[config.mk]
export PLATFORM = sky130hd
export DESIGN_NAME = dual_meter_slew_driver_unit
export DESIGN_NICKNAME = d
export VERILOG_FILES = /design/src/design/dmsd_pkg.sv /design/src/design/dmsd_div100.sv /design/src/design/dmsd_slew.sv /design/src/design/dmsd_csr.sv /design/src/design/dual_meter_slew_driver_unit.sv
export SDC_FILE = /design/constraint.sdc
export NUM_CORES = 2
export LEC_CHECK = 0
export BUFFER_PORTS_ARGS = -buffer_cell sky130_fd_sc_hd__clkbuf_2
export CAP_MARGIN = 30
export CELL_PAD_IN_SITES_DETAIL_PLACEMENT = 0
export CELL_PAD_IN_SITES_GLOBAL_PLACEMENT = 1
export CORE_ASPECT_RATIO = 0.5
export CORE_MARGIN = 5
export CORE_UTILIZATION = 55
export DETAILED_ROUTE_END_ITERATION = 8
export PLACE_DENSITY = 0.93
export SYNTH_ARGS = -nofsm -noshare
export SYNTH_HDL_FRONTEND = slang
export SYNTH_SLANG_ARGS = --single-unit
export TNS_END_PERCENT = 30
[constraint.sdc]
create_clock -name clock -period 24.2 [get_ports clock]
set_input_delay 1.21 -clock clock [delete_from_list [all_inputs] [get_ports clock]]
set_output_delay 1.21 -clock clock [all_outputs]
set_load 0.03 [all_outputs]
[src/design/dmsd_pkg.sv]
// ----------------------------------------------------------------------------
// Dual meter slew driver package
// Shared widths, command codes, register indexes and the configuration
// bundle passed from the register block to the datapath.
// ----------------------------------------------------------------------------
package dmsd_pkg;

   localparam int CMD_W    = 2;
   localparam int PCT_W    = 8;
   localparam int PCTC_W   = 7;   // a percentage once saturated to 100
   localparam int FS_W     = 12;
   localparam int MS_W     = 8;
   localparam int LIM_W    = 16;
   localparam int SINCE_W  = 17;
   localparam int PROD_W   = PCTC_W + FS_W;
   localparam int ADDR_W   = 4;
   localparam int DATA_W   = 32;

   localparam logic [PCT_W-1:0]   PCT_FULL       = 8'd100;
   localparam logic [FS_W-1:0]    FULL_SCALE_RST = 12'd3722;
   localparam logic [MS_W-1:0]    MIN_STEP_RST   = 8'd10;
   localparam logic [LIM_W-1:0]   STALE_LIM_RST  = 16'd20000;
   localparam logic [SINCE_W-1:0] SINCE_MAX      = {SINCE_W{1'b1}};

   typedef enum logic [CMD_W-1:0] {
      CMD_SET  = 2'd0,
      CMD_MOVE = 2'd1,
      CMD_TICK = 2'd2
   } cmd_type;

   typedef enum logic [1:0] {
      REG_FULL_SCALE = 2'd0,
      REG_MIN_STEP   = 2'd1,
      REG_STALE_LIM  = 2'd2
   } reg_idx_type;

   typedef struct packed {
      logic [FS_W-1:0]  full_scale;
      logic [MS_W-1:0]  min_step;
      logic [LIM_W-1:0] stale_limit_ms;
   } cfg_type;

endpackage

[src/design/dmsd_div100.sv]
// ----------------------------------------------------------------------------
// Divide by one hundred
// Unsigned floor division by 100 through a multiply by a rounded-up
// reciprocal and a shift; exact for every W-bit dividend.
// ----------------------------------------------------------------------------
module dmsd_div100 #(
   parameter int W = 12
) (
   input  logic [W-1:0] num,
   output logic [W-1:0] quo
);

   // With a shift of W+8 the reciprocal error stays below the bound that
   // keeps the truncated product equal to the true quotient.
   localparam int SH = W + 8;
   localparam longint unsigned MUL = ((64'd1 << SH) + 64'd99) / 64'd100;
   localparam int MW = $clog2(MUL + 64'd1);
   localparam int PW = W + MW;

   logic [PW-1:0] prod;

   assign prod = PW'(num) * PW'(MUL);
   assign quo  = W'(prod >> SH);

endmodule

[src/design/dmsd_slew.sv]
// ----------------------------------------------------------------------------
// Slew step for one meter channel
// Moves the level toward its target by one hundredth of the distance,
// never less than the minimum step and never past the target.
// ----------------------------------------------------------------------------
module dmsd_slew #(
   parameter int W = 12
) (
   input  logic [W-1:0]               level,
   input  logic [W-1:0]               target,
   input  logic [dmsd_pkg::MS_W-1:0]  min_step,
   output logic [W-1:0]               level_next
);

   logic         rising;
   logic [W-1:0] mag;
   logic [W-1:0] frac;
   logic [W-1:0] ms_ext;
   logic [W-1:0] step;

   assign rising = target > level;
   assign mag    = rising ? (target - level) : (level - target);
   assign ms_ext = W'(min_step);

   dmsd_div100 #(.W(W)) u_div (
      .num (mag),
      .quo (frac)
   );

   always_comb begin
      if (frac < ms_ext) begin
         step = (mag > ms_ext) ? ms_ext : mag;
      end else begin
         step = frac;
      end
      level_next = rising ? (level + step) : (level - step);
   end

endmodule

[src/design/dmsd_csr.sv]
// ----------------------------------------------------------------------------
// Configuration registers
// APB-style register block holding full scale, minimum step and the stale
// limit, with read-back.
// ----------------------------------------------------------------------------
module dmsd_csr (
   input  logic                         clock,
   input  logic                         reset,
   input  logic                         csr_psel,
   input  logic                         csr_penable,
   input  logic                         csr_pwrite,
   input  logic [dmsd_pkg::ADDR_W-1:0]  csr_paddr,
   input  logic [dmsd_pkg::DATA_W-1:0]  csr_pwdata,
   output logic [dmsd_pkg::DATA_W-1:0]  csr_prdata,
   output logic                         csr_pready,
   output dmsd_pkg::cfg_type            cfg
);

   dmsd_pkg::cfg_type cfg_ff;
   dmsd_pkg::cfg_type cfg_in;
   logic              wr_en;
   logic [1:0]        idx;

   assign csr_pready = 1'b1;
   assign wr_en      = csr_psel & csr_penable & csr_pwrite & csr_pready;
   assign idx        = csr_paddr[3:2];

   always_comb begin
      cfg_in = cfg_ff;
      if (wr_en) begin
         case (idx)
            dmsd_pkg::REG_FULL_SCALE: begin
               cfg_in.full_scale = csr_pwdata[dmsd_pkg::FS_W-1:0];
            end
            dmsd_pkg::REG_MIN_STEP: begin
               cfg_in.min_step = csr_pwdata[dmsd_pkg::MS_W-1:0];
            end
            dmsd_pkg::REG_STALE_LIM: begin
               cfg_in.stale_limit_ms = csr_pwdata[dmsd_pkg::LIM_W-1:0];
            end
            default: begin
               cfg_in = cfg_ff;
            end
         endcase
      end
   end

   always_comb begin
      case (idx)
         dmsd_pkg::REG_FULL_SCALE: csr_prdata = dmsd_pkg::DATA_W'(cfg_ff.full_scale);
         dmsd_pkg::REG_MIN_STEP:   csr_prdata = dmsd_pkg::DATA_W'(cfg_ff.min_step);
         dmsd_pkg::REG_STALE_LIM:  csr_prdata = dmsd_pkg::DATA_W'(cfg_ff.stale_limit_ms);
         default:                  csr_prdata = '0;
      endcase
   end

   always_ff @(posedge clock) begin
      if (reset) begin
         cfg_ff.full_scale     <= dmsd_pkg::FULL_SCALE_RST;
         cfg_ff.min_step       <= dmsd_pkg::MIN_STEP_RST;
         cfg_ff.stale_limit_ms <= dmsd_pkg::STALE_LIM_RST;
      end else begin
         cfg_ff <= cfg_in;
      end
   end

   assign cfg = cfg_ff;

endmodule

[src/design/dual_meter_slew_driver_unit.sv]
// ----------------------------------------------------------------------------
// Dual meter slew driver
// Slew-limited DAC level generator for a downstream and an upstream panel
// meter, with a stale indicator fed by a millisecond tick.
// ----------------------------------------------------------------------------
// The block takes one request per clock while req_stall is low and returns
// exactly one response for each, in order, through the first-stage and the
// response registers. A set request saturates both percentages to 100 and
// scales them to DAC targets as pct*full_scale/100, and restarts the
// millisecond counter. A move request steps each level toward its target by
// one hundredth of the distance, at least min_step, never overshooting, and
// reports in moved whether either level changed. A tick request advances the
// saturating millisecond counter. Every response shows both levels and the
// stale flag as they stand after the request. The first stage multiplies the
// clamped percentages by full_scale and registers the products; the second
// stage divides by 100, applies the slew step to the channel state and loads
// the response register. Each stage holds one item, so a new request is taken
// in every cycle in which the response register is free or being emptied.
// Configuration registers should be written only while the block is idle.
module dual_meter_slew_driver_unit #(
   parameter int DAC_BITS = 12
) (
   input  logic                         clock,
   input  logic                         reset,
   // Request channel
   input  logic                         req_valid,
   output logic                         req_stall,
   input  logic [dmsd_pkg::CMD_W-1:0]   req_cmd,
   input  logic [dmsd_pkg::PCT_W-1:0]   req_down_pct,
   input  logic [dmsd_pkg::PCT_W-1:0]   req_up_pct,
   // Response channel
   output logic                         rsp_valid,
   input  logic                         rsp_stall,
   output logic [DAC_BITS-1:0]          rsp_down_level,
   output logic [DAC_BITS-1:0]          rsp_up_level,
   output logic                         rsp_stale,
   output logic                         rsp_moved,
   // Configuration port
   input  logic                         csr_psel,
   input  logic                         csr_penable,
   input  logic                         csr_pwrite,
   input  logic [dmsd_pkg::ADDR_W-1:0]  csr_paddr,
   input  logic [dmsd_pkg::DATA_W-1:0]  csr_pwdata,
   output logic [dmsd_pkg::DATA_W-1:0]  csr_prdata,
   output logic                         csr_pready
);

   // Scaled targets are at most FS_W bits wide; they are clamped to the DAC
   // range when the DAC is narrower than the full-scale register.
   localparam int SW = (DAC_BITS > dmsd_pkg::FS_W) ? DAC_BITS : dmsd_pkg::FS_W;
   localparam logic [SW-1:0] DAC_MAX = SW'((64'd1 << DAC_BITS) - 64'd1);

   dmsd_pkg::cfg_type cfg;

   dmsd_csr u_csr (
      .clock       (clock),
      .reset       (reset),
      .csr_psel    (csr_psel),
      .csr_penable (csr_penable),
      .csr_pwrite  (csr_pwrite),
      .csr_paddr   (csr_paddr),
      .csr_pwdata  (csr_pwdata),
      .csr_prdata  (csr_prdata),
      .csr_pready  (csr_pready),
      .cfg         (cfg)
   );

   // ------------------------------------------------------------------
   // Flow control. The second stage drains whenever the response register
   // is empty or its transfer completes in this cycle.
   // ------------------------------------------------------------------
   logic s1_valid_ff, s1_valid_in;
   logic rsp_valid_ff, rsp_valid_in;
   logic advance;
   logic req_take;

   assign advance   = ~rsp_valid_ff | ~rsp_stall;
   assign req_stall = s1_valid_ff & ~advance;
   assign req_take  = req_valid & ~req_stall;

   assign s1_valid_in  = req_take | (s1_valid_ff & ~advance);
   assign rsp_valid_in = advance ? s1_valid_ff : rsp_valid_ff;

   // ------------------------------------------------------------------
   // First stage: saturate the percentages and scale by full_scale.
   // ------------------------------------------------------------------
   logic [dmsd_pkg::PCTC_W-1:0] down_pct_sat;
   logic [dmsd_pkg::PCTC_W-1:0] up_pct_sat;
   logic [dmsd_pkg::CMD_W-1:0]  s1_cmd_ff;
   logic [dmsd_pkg::PROD_W-1:0] s1_down_prod_ff;
   logic [dmsd_pkg::PROD_W-1:0] s1_up_prod_ff;

   assign down_pct_sat = (req_down_pct > dmsd_pkg::PCT_FULL)
                       ? dmsd_pkg::PCTC_W'(dmsd_pkg::PCT_FULL)
                       : req_down_pct[dmsd_pkg::PCTC_W-1:0];
   assign up_pct_sat   = (req_up_pct > dmsd_pkg::PCT_FULL)
                       ? dmsd_pkg::PCTC_W'(dmsd_pkg::PCT_FULL)
                       : req_up_pct[dmsd_pkg::PCTC_W-1:0];

   always_ff @(posedge clock) begin
      if (reset) begin
         s1_valid_ff  <= 1'b0;
         rsp_valid_ff <= 1'b0;
      end else begin
         s1_valid_ff  <= s1_valid_in;
         rsp_valid_ff <= rsp_valid_in;
      end
   end

   always_ff @(posedge clock) begin
      if (req_take) begin
         s1_cmd_ff       <= req_cmd;
         s1_down_prod_ff <= dmsd_pkg::PROD_W'(down_pct_sat) *
                            dmsd_pkg::PROD_W'(cfg.full_scale);
         s1_up_prod_ff   <= dmsd_pkg::PROD_W'(up_pct_sat) *
                            dmsd_pkg::PROD_W'(cfg.full_scale);
      end
   end

   // ------------------------------------------------------------------
   // Second stage: divide the products, slew the levels, update state.
   // ------------------------------------------------------------------
   logic [dmsd_pkg::PROD_W-1:0] down_quo;
   logic [dmsd_pkg::PROD_W-1:0] up_quo;
   logic [SW-1:0]               down_scaled;
   logic [SW-1:0]               up_scaled;
   logic [DAC_BITS-1:0]         down_tgt_new;
   logic [DAC_BITS-1:0]         up_tgt_new;

   dmsd_div100 #(.W(dmsd_pkg::PROD_W)) u_down_div (
      .num (s1_down_prod_ff),
      .quo (down_quo)
   );

   dmsd_div100 #(.W(dmsd_pkg::PROD_W)) u_up_div (
      .num (s1_up_prod_ff),
      .quo (up_quo)
   );

   assign down_scaled  = SW'(down_quo[dmsd_pkg::FS_W-1:0]);
   assign up_scaled    = SW'(up_quo[dmsd_pkg::FS_W-1:0]);
   assign down_tgt_new = (down_scaled > DAC_MAX) ? DAC_MAX[DAC_BITS-1:0]
                                                 : down_scaled[DAC_BITS-1:0];
   assign up_tgt_new   = (up_scaled > DAC_MAX) ? DAC_MAX[DAC_BITS-1:0]
                                               : up_scaled[DAC_BITS-1:0];

   logic [DAC_BITS-1:0]          down_target_ff, down_target_in;
   logic [DAC_BITS-1:0]          up_target_ff, up_target_in;
   logic [DAC_BITS-1:0]          down_level_ff, down_level_in;
   logic [DAC_BITS-1:0]          up_level_ff, up_level_in;
   logic [dmsd_pkg::SINCE_W-1:0] since_ff, since_in;
   logic [DAC_BITS-1:0]          down_slewed;
   logic [DAC_BITS-1:0]          up_slewed;
   logic                         moved;

   dmsd_slew #(.W(DAC_BITS)) u_down_slew (
      .level      (down_level_ff),
      .target     (down_target_ff),
      .min_step   (cfg.min_step),
      .level_next (down_slewed)
   );

   dmsd_slew #(.W(DAC_BITS)) u_up_slew (
      .level      (up_level_ff),
      .target     (up_target_ff),
      .min_step   (cfg.min_step),
      .level_next (up_slewed)
   );

   always_comb begin
      down_target_in = down_target_ff;
      up_target_in   = up_target_ff;
      down_level_in  = down_level_ff;
      up_level_in    = up_level_ff;
      since_in       = since_ff;
      moved          = 1'b0;
      case (s1_cmd_ff)
         dmsd_pkg::CMD_SET: begin
            down_target_in = down_tgt_new;
            up_target_in   = up_tgt_new;
            since_in       = '0;
         end
         dmsd_pkg::CMD_MOVE: begin
            down_level_in = down_slewed;
            up_level_in   = up_slewed;
            moved         = (down_slewed != down_level_ff) | (up_slewed != up_level_ff);
         end
         dmsd_pkg::CMD_TICK: begin
            if (since_ff != dmsd_pkg::SINCE_MAX) begin
               since_in = since_ff + 1'b1;
            end
         end
         default: begin
            moved = 1'b0;
         end
      endcase
   end

   // The channel state changes only when an item leaves the second stage.
   always_ff @(posedge clock) begin
      if (reset) begin
         down_target_ff <= '0;
         up_target_ff   <= '0;
         down_level_ff  <= '0;
         up_level_ff    <= '0;
         since_ff       <= '0;
      end else if (s1_valid_ff & advance) begin
         down_target_ff <= down_target_in;
         up_target_ff   <= up_target_in;
         down_level_ff  <= down_level_in;
         up_level_ff    <= up_level_in;
         since_ff       <= since_in;
      end
   end

   // ------------------------------------------------------------------
   // Response register.
   // ------------------------------------------------------------------
   logic [DAC_BITS-1:0] rsp_down_ff;
   logic [DAC_BITS-1:0] rsp_up_ff;
   logic                rsp_stale_ff;
   logic                rsp_moved_ff;

   always_ff @(posedge clock) begin
      if (s1_valid_ff & advance) begin
         rsp_down_ff  <= down_level_in;
         rsp_up_ff    <= up_level_in;
         rsp_stale_ff <= since_in > dmsd_pkg::SINCE_W'(cfg.stale_limit_ms);
         rsp_moved_ff <= moved;
      end
   end

   assign rsp_valid      = rsp_valid_ff;
   assign rsp_down_level = rsp_down_ff;
   assign rsp_up_level   = rsp_up_ff;
   assign rsp_stale      = rsp_stale_ff;
   assign rsp_moved      = rsp_moved_ff;

endmodule

==> impl_metrics.toml <==
[synth]
synthArstFlopShare = 0
ys_warn_count = 0
synth_cell_type_count = 93
ys_top_cells_by_count = "inv_1 (779), ha_1 (671), fa_1 (442)"
syn_inst = 3674
synth_edf_count = 66
synth_area_mm2 = 0.0338
synth.most_common_cell = "inv_1"
synth_ff_type = "dfxtp_1"
synth.avg_cell_area_um2 = 9.21
yosys.area.top_type = "fa_1"
ys_seq_elements = 169
post-synth-top-area-fraction = 0.262
ys_top_cells_by_area = "fa_1 (26%), ha_1 (25%), inv_1 (8.6%)"
ys_seq_area_frac = 0.120

[setup_path]
critPathSlowestCell = "xnor2_1"
reg2reg_slack_ps = 10420
path_common_cell = "o21ai_0"
timing.rr.end = "up_level_ff[11]"
required_ps = 24590
crit_path_end_kind = "flip-flop"
worst_ep_arrival_time_ps = 14170
cp-startpoint = "up_level_ff[1]"
critPathLaunchType = "flip-flop"
crit_path_max_incr_delay_ps = 580
crit_fanout = 18
critPathKind = "reg -> reg"
r2r_start = "up_level_ff[1]"
reg2reg_depth = 55

[sta]
relSlewSlack = 0.346
tightest_slew_ps = 978
min_period_ps = 13780
finalSetupViolations = 0
grt_setup_unrepaired = "no"
tns_ps = 0
drv_slew = 0
max_freq_mhz = 72.6
hold_viol = 0
hold_ws_ps = 477
fin_skew_ps = 15.9
final.period_utilization = 0.569

[global_route]
track_usage = 0.239
grt_pass1_vias = 26000
antenna_found_initial = 2
grt_busiest_layer = "met2"
grtUsageMet1 = 0.308
met3_usage = 0.0345
met2_usage = 0.432
grt_overflow = 0
grt_start_max_net_pins = 81
grt_first_pass_wirelength_mm = 130

[clocking]
postCtsHoldBufs = 0
cts-root-buf = "clkbuf_16"
path_clk_slew_ps = 80
clock_latency_ps = 460
cts_buffers = 17
cts.sinks = 169
cts_tree = "built"
cts_resized = 0
cts_max_path_buffers = 2
htreeDepth = 4
post_cts_buffers = 0

[final_layout]
drive_gt1_frac = 0.0566
num_antenna_cells = 0
stdcell_count = 4552
nNetsFinal = 4888
fin_util = 0.586
layout-area-overhead-vs-synth_pct = 5.67

[route]
drc = 0
ant_nets = 0
drt-wirelength-per-cell_um = 17.2
viasPerCell = 5.49
totalWireLength_mm = 78.5
first_pass_iters = 8
drtIter0Drc = 1464
vias = 25000

[die]
initial_utilization = 0.555
num_io_pins = 122
die_height_um = 185
core_area_mm2 = 0.0610
fp.dieArea_mm2 = 0.0669
rows = 64
die_w_um = 361

[job]
drv_cap = 0

[place]
place.gp.congestion = 0.917
placement.io_buffers = 86
place_hpwl_mm = 66.5
post-place-cells = 4520

[hold_path]
hold_class = "reg -> reg"
worst_hold_path.endpoint = "u_csr.cfg[15]"
holdCritStartpoint = "u_csr.cfg[15]"
holdPathStages = 2

[run_status]
outcome = "completed"
==> area by class of cell <==
cell class | instances | area [um2]
inverter | 780 | 2930
clock buffer | 17 | 425
timing repair buffer | 111 | 626
tap | 825 | 1030
multi-input combinational | 2635 | 26500
clock inverter | 15 | 223
sequential | 169 | 4040
fill | 5263 | 25300
==> worst max path at each step <==
stage                       to  slack (ps)  cells past startpoint
2_1_floorplan        rsp_moved       12250                     50
3_3_place_gp   up_level_ff[11]       10890                     54
3_5_place_dp   up_level_ff[11]       10620                     55
4_1_cts        up_level_ff[11]       10520                     55
5_1_grt        up_level_ff[11]        9260                     56
6_report       up_level_ff[11]       10420                     55
==> registers in the layout, indices dropped and copies added, names as in the netlist, 2 cells and up <==
| name | flops |
|---|---|
| u_csr.cfg | 36 |
| s1_down_prod_ff | 19 |
| s1_up_prod_ff | 19 |
| since_ff | 17 |
| down_level_ff | 12 |
| down_target_ff | 12 |
| rsp_down_level | 12 |
| rsp_up_level | 12 |
| up_level_ff | 12 |
| up_target_ff | 12 |
| s1_cmd_ff | 2 |
==> cell families after synthesis <==
logic type,after synthesis,share of synthesized area
AND/OR/NAND/NOR,754,0.108
flip-flops,169,0.120
AO/OA/AOI/OAI,539,0.105
buffers and inverters,885,0.101
multiplexers,48,0.0149
XOR/XNOR,164,0.0427
other,2,0.000222
adder cells (fa/ha/maj),1113,0.510
==> layout by cell type, fill, tap and decap left out, drive strengths merged, types with 32 or more instances in the layout <==
master | synthesis | final
inv | 780 | 788
ha | 671 | 671
fa | 442 | 442
nand2 | 273 | 273
a21oi | 178 | 178
nor2 | 165 | 165
xnor2 | 108 | 108
o21ai | 104 | 104
dfxtp | 103 | 103
clkbuf | 74 | 103
edfxtp | 66 | 66
and3 | 63 | 63
xor2 | 56 | 56
a21o | 52 | 52
and2 | 48 | 48
nand3 | 36 | 36
nand4 | 33 | 33
nor3 | 32 | 32
==> routing by layer <==
layer	routed length [um]	vias to the layer above	part of all wire
li1	-	12000	-
met1	34200	12300	0.44
met2	39000	520	0.50
met3	3970	106	0.051
met4	1360	0	0.017
met5	0	-	0
==> worst max-delay path, delay by kind of cell, from the launching register on <==
kind / cells / cell delay [ps]
compound gates: 26 / 5230
xor+xnor: 3 / 1170
fa+ha+maj: 9 / 3600
buf+inv: 7 / 700
flops: 1 / 570
mux: 1 / 450
simple gates: 9 / 1950
==> per-stage QoR <==
| step | setup slack [ps] | area, um2 |
|---|---|---|
| 2_1_floorplan | 12250 | 33900 |
| 3_5_place_dp | 10620 | 35100 |
| 3_3_place_gp | 10890 | 35100 |
| 5_1_grt | 9260 | 35800 |
| 4_1_cts | 10520 | 35800 |
| 6_report | 10420 | 35800 |
Power is not shown: default switching activity piles up to over one toggle a cycle in this logic, so the estimate is an artifact.
